**src/hdl/assert_macros.svh**
```systemverilog
// ---------------------------------------------------------------------------
// Assertion macros shared by the RTL
// ---------------------------------------------------------------------------
`ifndef ASSERT_MACROS_SVH
`define ASSERT_MACROS_SVH

// Same-cycle implication, masked while reset is asserted
`define DAM_ASSERT_IMPL(label, clk, rst_n, ante, cons) \
    label: assert property (@(posedge clk) disable iff (!rst_n) (ante) |-> (cons)) \
        else $error("assertion failed");

// Next-cycle implication, masked while reset is asserted
`define DAM_ASSERT_NEXT(label, clk, rst_n, ante, cons) \
    label: assert property (@(posedge clk) disable iff (!rst_n) (ante) |=> (cons)) \
        else $error("assertion failed");

`endif

```
**src/hdl/dam_div.sv**
```systemverilog
`timescale 1ns / 1ps
// ---------------------------------------------------------------------------
// dam_div
// Signed 32-bit restoring divider, one quotient bit per cycle, truncating
// toward zero; remainder takes the sign of the dividend.
// ---------------------------------------------------------------------------
module dam_div (
    input  logic        clk,
    input  logic        rst_n,
    input  logic        start,
    input  logic [31:0] dividend,
    input  logic [31:0] divisor,
    output logic        busy,
    output logic        done,
    output logic [31:0] quotient,
    output logic [31:0] remainder
);

    logic        busy_reg, busy_next;
    logic        done_reg, done_next;
    logic [4:0]  count_reg, count_next;
    logic [32:0] rem_reg, rem_next;
    logic [31:0] quo_reg, quo_next;
    logic [31:0] dvs_reg, dvs_next;
    logic        qneg_reg, qneg_next;
    logic        rneg_reg, rneg_next;
    logic [32:0] shifted;
    logic [32:0] diff;

    always_comb
    begin
        busy_next  = busy_reg;
        done_next  = 1'b0;
        count_next = count_reg;
        rem_next   = rem_reg;
        quo_next   = quo_reg;
        dvs_next   = dvs_reg;
        qneg_next  = qneg_reg;
        rneg_next  = rneg_reg;
        shifted    = {rem_reg[31:0], quo_reg[31]};
        diff       = shifted - {1'b0, dvs_reg};
        if (start)
        begin
            busy_next  = 1'b1;
            count_next = '0;
            rem_next   = '0;
            quo_next   = dividend[31] ? (~dividend + 32'd1) : dividend;
            dvs_next   = divisor[31] ? (~divisor + 32'd1) : divisor;
            qneg_next  = dividend[31] ^ divisor[31];
            rneg_next  = dividend[31];
        end
        else if (busy_reg)
        begin
            if (!diff[32])
            begin
                rem_next = diff;
                quo_next = {quo_reg[30:0], 1'b1};
            end
            else
            begin
                rem_next = shifted;
                quo_next = {quo_reg[30:0], 1'b0};
            end
            count_next = count_reg + 5'd1;
            if (count_reg == 5'd31)
            begin
                busy_next = 1'b0;
                done_next = 1'b1;
            end
        end
    end

    always_ff @(posedge clk or negedge rst_n)
    begin
        if (!rst_n)
        begin
            busy_reg  <= 1'b0;
            done_reg  <= 1'b0;
            count_reg <= '0;
        end
        else
        begin
            busy_reg  <= busy_next;
            done_reg  <= done_next;
            count_reg <= count_next;
        end
    end

    always_ff @(posedge clk)
    begin
        rem_reg  <= rem_next;
        quo_reg  <= quo_next;
        dvs_reg  <= dvs_next;
        qneg_reg <= qneg_next;
        rneg_reg <= rneg_next;
    end

    assign busy      = busy_reg;
    assign done      = done_reg;
    assign quotient  = qneg_reg ? (~quo_reg + 32'd1) : quo_reg;
    assign remainder = rneg_reg ? (~rem_reg[31:0] + 32'd1) : rem_reg[31:0];

endmodule

```
**config.mk**
```make
export PLATFORM = sky130hd
export DESIGN_NAME = dam_div
export DESIGN_NICKNAME = d
export VERILOG_FILES = /design/src/hdl/assert_macros.svh /design/src/hdl/dam_div.sv
export SDC_FILE = /design/constraint.sdc
export NUM_CORES = 1
export LEC_CHECK = 0
export ABC_AREA = 1
export BUFFER_PORTS_ARGS = -buffer_cell sky130_fd_sc_hd__buf_4
export CAP_MARGIN = 10
export CORE_MARGIN = 3
export CORE_UTILIZATION = 30
export CTS_BUF_LIST = sky130_fd_sc_hd__clkbuf_8
export DETAILED_ROUTE_END_ITERATION = 16
export SETUP_SLACK_MARGIN = 0.15
export SYNTH_ARGS = -nofsm -noshare
export SYNTH_HDL_FRONTEND = slang
export SYNTH_SLANG_ARGS = --single-unit
```
**constraint.sdc**
```tcl
create_clock -name clk -period 2.4 [get_ports clk]
set_clock_uncertainty 0.2 [all_clocks]
set_input_delay 0.12 -clock clk [delete_from_list [all_inputs] [get_ports clk]]
set_output_delay 0.12 -clock clk [all_outputs]
set_load 0.02 [all_outputs]
```
[Word-level counts from Yosys, hierarchy flattened]
Cells that the tools add are included.
Storage, ports and cells
  flip-flop bits (word level): 105
Operators by class
  add/subtract/negate cells: 6
  equal/unequal tests: 1
  muxes and demuxes: 16
  bitwise logic cells: 5
  reductions and logical operators: 1
Operators by type and width (number)
  $mux 32: 6
  $add 32x1->32 const B: 4
  $not 32->32: 4
  $sub 33x32->33: 1
  $mux 31: 1
  $mux 5: 2
  $mux 1: 7
  $add 5x1->5 const B: 1
  $eq 5x5->1 const B: 1
  $reduce_bool 2->1: 1
  $xor 1x1->1: 1

[Longest topological paths before layout]
  depth after elaboration: 4
  depth in mapped cells: 18
  mapped depth without buffers: 17

[Worst setup path after synthesis]
No wires, ideal clock.
  path kind: flip-flop to flip-flop
  start: register quo_reg[31]
  end: register quo_reg[0] (data pin)
  setup time: 0.270 ns
  arrival: 1.979 ns
  required time: 1.930 ns
  path slack: -0.049 ns
  cell stages (with the launch flop): 17
  path buffers: 1
  clock period less this slack: 2.449 ns
  cell sequence: edfxtp_1 inv_1 ha_1 fa_1 inv_1 nand2_1 nand2_1 nand3_1 nand2_1 nand2_1 nand2_2 nand2_4 nand2_4 nand2_2 nand2_4 buf_6 o21ai_0
Between the ends
  word-level cells in the longest chain between the ends: 4
Ends and longest elaborated chain
  start, declared: line dam_div.sv:23  | logic [31:0] quo_reg, quo_next;
  start signal, assigned: line dam_div.sv:92  | quo_reg <= quo_next;
  $sub 33x32->33: line dam_div.sv:41  | diff = shifted - {1'b0, dvs_reg};
  $mux 1: line dam_div.sv:54  | if (!diff[32])
  $mux 32: line dam_div.sv:52  | else if (busy_reg)
  $mux 32: line dam_div.sv:42  | if (start)
  via quo_next[0]: line dam_div.sv:23
The timed path passes the listed nets, and every way through them passes these cells. The select of a mux whose other input is x is not followed.
A chain may end at the register's enable or synchronous reset.

[Worst setup path after layout]
  start: register quo_reg[31]
  end: register rem_reg[16]
Between the ends
  word-level cells in the longest chain between the ends: 2
Ends and longest elaborated chain
  $sub 33x32->33: line dam_div.sv:41
  $mux 32: line dam_div.sv:54
  end signal, assigned: line dam_div.sv:91  | rem_reg <= rem_next;
  end, declared: line dam_div.sv:22  | logic [32:0] rem_reg, rem_next;
No other way between the ends.

==> out/summary.txt <==
vias in the first global route = 10800
area delta synth->final = 46.8%
Worst R2R Path Depth = 20
Final GP Congestion = 0.949
antenna violations before repair = 0
input/output buffers = 132
mean routed wirelength per cell = 14.5 µm
Reg power frac = 36.2%
Hold Path Depth = 5
layout cell share with drive strength beyond 1 = 28.2%
Yosys cell types = 49
max-capacitance violation count = 0
Worst-Skew Late Latency = 420 ps
row count = 66
Power Density = 400 mW/mm²
CTS Sinks = 105
Starting Density = 31.0%
peak fanout along the critical path = 6
hold_sp = divisor[1]
commonest cells after routing, fill and taps aside = nand2_1 (466), inv_1 (302), buf_4 (221)
Syn Nets = 1724
Die X = 191 µm
synthesized area per cell = 6.32 µm²
clock root cell = clkbuf_8
worst reg2reg path startpoint = quo_reg[31]$_DFFE_PP_
Post-route DRC = 0
first-pass GRT wire length = 55100 µm
Leak Pwr = 0.00783 µW
Final #Nets = 2056
drt total wl = 34700 µm
Max Root-Sink Buffers = 2
# IOs = 133
CP Data Required Time = 2510 ps
Tcrit/Tclk final = 113%
die footprint = 0.0364 mm²
nature of the critical path startpoint = flip-flop
unrepaired setup endpoints after global routing = true
via count = 11100
Cell Int Power = 3670 µW
CTS clk-pin slew, worst paths = 110 ps
Core Area = 0.0330 mm²
asr flop ratio synth = 6.67%
drt via density = 4.62
# diodes = 0
CP Class = flip-flop to flip-flop
crit path time final = 2710 ps
switching part of the total = 38.9%
violated checks = negative setup slack
htree depth = 3
status = finished, violations left
Final Hold Vio Count = 0
Logic pwr share = 44.4%
sequential area share after synthesis = 27.3%
min-delay worst type = input pin to flip-flop
placed instance count = 2260
cells after synthesis = 1618
Max Slew Vio Count = 0
final non-filler cell total = 2397
EDFF count, synth = 66
TritonCTS clock tree = built
Clock Power Share = 19.3%
fin area = 0.0150 mm²
drt pass-1 iters = 5
dpl hpwl = 26300 µm
flops & latches, synth = 105
Routed Antenna Nets = 0
largest net degree at the start of global routing = 38
fmax = 0.369 GHz
Post-Syn Area = 0.0102 mm²
Util after Layout = 45.5%
reg2reg setup slack = -310 ps
Num CTS Buffers = 9
1st-iter DRT viols = 526
maximum vdd ir drop = 0.000291 V
Overflow after GRT = 0
Total GRT Usage = 18.8%
post-route setup slack = -312 ps
most common cell after layout, fill and taps aside = nand2_1
placed instance area = 0.0124 mm²
Synth Flop Type = edfxtp_1
worst slew pin tran = 602 ps
Synth Warn # = 0
reg-to-reg endpoint = rem_reg[16]$_SDFFE_PP0P_
Crit. End Element = flip-flop
Die Height = 191 µm
arrival time worst endpoint = 2820 ps
Rel. slew slack = 59.8%
Min-Delay Endpoint = dvs_reg[7]$_DFFE_PP_
final setup vio count = 66
Sw Pwr = 2340 µW
## power groups by stage
stage	Clock, µW	Sequential [µW]	Combinational, µW
3_5_place_dp	0	2210	2130
5_1_grt	1260	2190	2890
6_report	1160	2180	2670
3_3_place_gp	0	2210	2120
2_1_floorplan	0	2190	1240
4_1_cts	1190	2170	2480
## worst max-delay path, stage by stage (launching register included)
cell and delay (ps):
edfxtp_1 390, inv_2 70, ha_4 170, fa_2 390
inv_2 70, nand2_2 50, nand2_2 70, nand3_2 60
nand2_2 80, nand2_2 60, nand2_4 90, nand2_4 80
nand2_4 90, nand2_4 70, nand2_8 110, buf_6 100
buf_6 110, buf_16 140, nand2_4 50, nand3_2 70
nand2_1 70
## stage by stage
| stage | power (µW) | setup WS (ps) | TNS (ps) | hold slack [ps] |
|---|---|---|---|---|
| final | 6000 | -312 | -11140 | 31.4 |
| after global routing | 6350 | -415 | -19910 | 35.1 |
| after CTS | 5840 | -299 | -10360 | 2.67 |
| after detailed placement | 4340 | -150 | -3880 | -258 |
| after global placement | 4330 | -84.3 | -1620 | -260 |
| after floorplan | 3420 | 43.7 | 0 | -376 |
## cells in the mapped netlist (2+ instances only)
master    count  share of area, %
xnor2_1      26               2.2
buf_2         4              0.20
ha_1         38               4.6
nand2_2      26               1.6
nand2_1     519                19
xor2_1       85               7.3
o21ai_0      65               3.2
or2_2         9              0.55
edfxtp_1     66                19
nand3_2      19               1.9
and2_1        5              0.31
o211ai_1      2              0.15
o41ai_1       2              0.17
buf_1         2             0.073
dfrtp_1       7               1.7
o31ai_1       4              0.29
clkbuf_1     21              0.77
nor2_2        6              0.37
inv_2         5              0.18
a21oi_1      32               1.6
o21ai_1       3              0.15
dfxtp_1      32               6.3
nor3_1       39               1.9
clkinv_1      3              0.11
buf_6         3              0.33
nor2_1      126               4.6
nand3_1      89               4.4
buf_4         2              0.15
a21oi_2       2              0.17
nand4_1      24               1.5
buf_12        2              0.39
a31oi_1       8              0.49
nor4_1        6              0.37
inv_1       317                12
nor3_2        2              0.20
nand2_4       4              0.44
## per-layer routing
metal / wire (µm) / track usage [%]
met1: 14700 / 22.7
met3: 1440 / 2.32
met2: 17500 / 34.5
met5: 0 / 0
met4: 1070 / 6.58
## cell type report
cell class,instances,area [µm²]
fillers,3328,18000
repair buffers,352,3160
multi-input cells,1157,7050
inverters,325,1240
well taps,442,553
flip-flops and latches,105,2820
clock buffers,9,124
clock inverters,7,76.3
## cell families after synthesis
logic type | count (synthesis) | synth area share [%]
compound gates | 123 | 6.54
xor+xnor | 111 | 9.50
fa+ha+maj | 39 | 4.84
buf+inv | 359 | 13.8
flops | 105 | 27.3
simple gates | 881 | 37.9
## worst max path at each step
stage                                     start                        to  slack (ps)  depth (start not counted)
after floorplan            dvs_reg[0]$_DFFE_PP_      quo_reg[0]$_DFFE_PP_          40                         15
after global placement     quo_reg[0]$_DFFE_PP_              quotient[28]         -80                         11
after detailed placement   quo_reg[1]$_DFFE_PP_              quotient[28]        -150                         11
after CTS                  quo_reg[0]$_DFFE_PP_              quotient[28]        -300                         11
after global routing       quo_reg[4]$_DFFE_PP_              quotient[31]        -420                         12
final                     quo_reg[31]$_DFFE_PP_  rem_reg[16]$_SDFFE_PP0P_        -310                         20
## repair_timing
item | 4_1_cts | 5_1_grt
gates cloned | 6 | 0
setup endpoints to repair | 85 | 94
hold endpoints to repair | 71 | 0
pin swaps | 48 | 75
hold buffers | 70 | 0
setup buffers | 26 | 19
resized for setup | 178 | 127
Power figures use the tool's default switching activity.
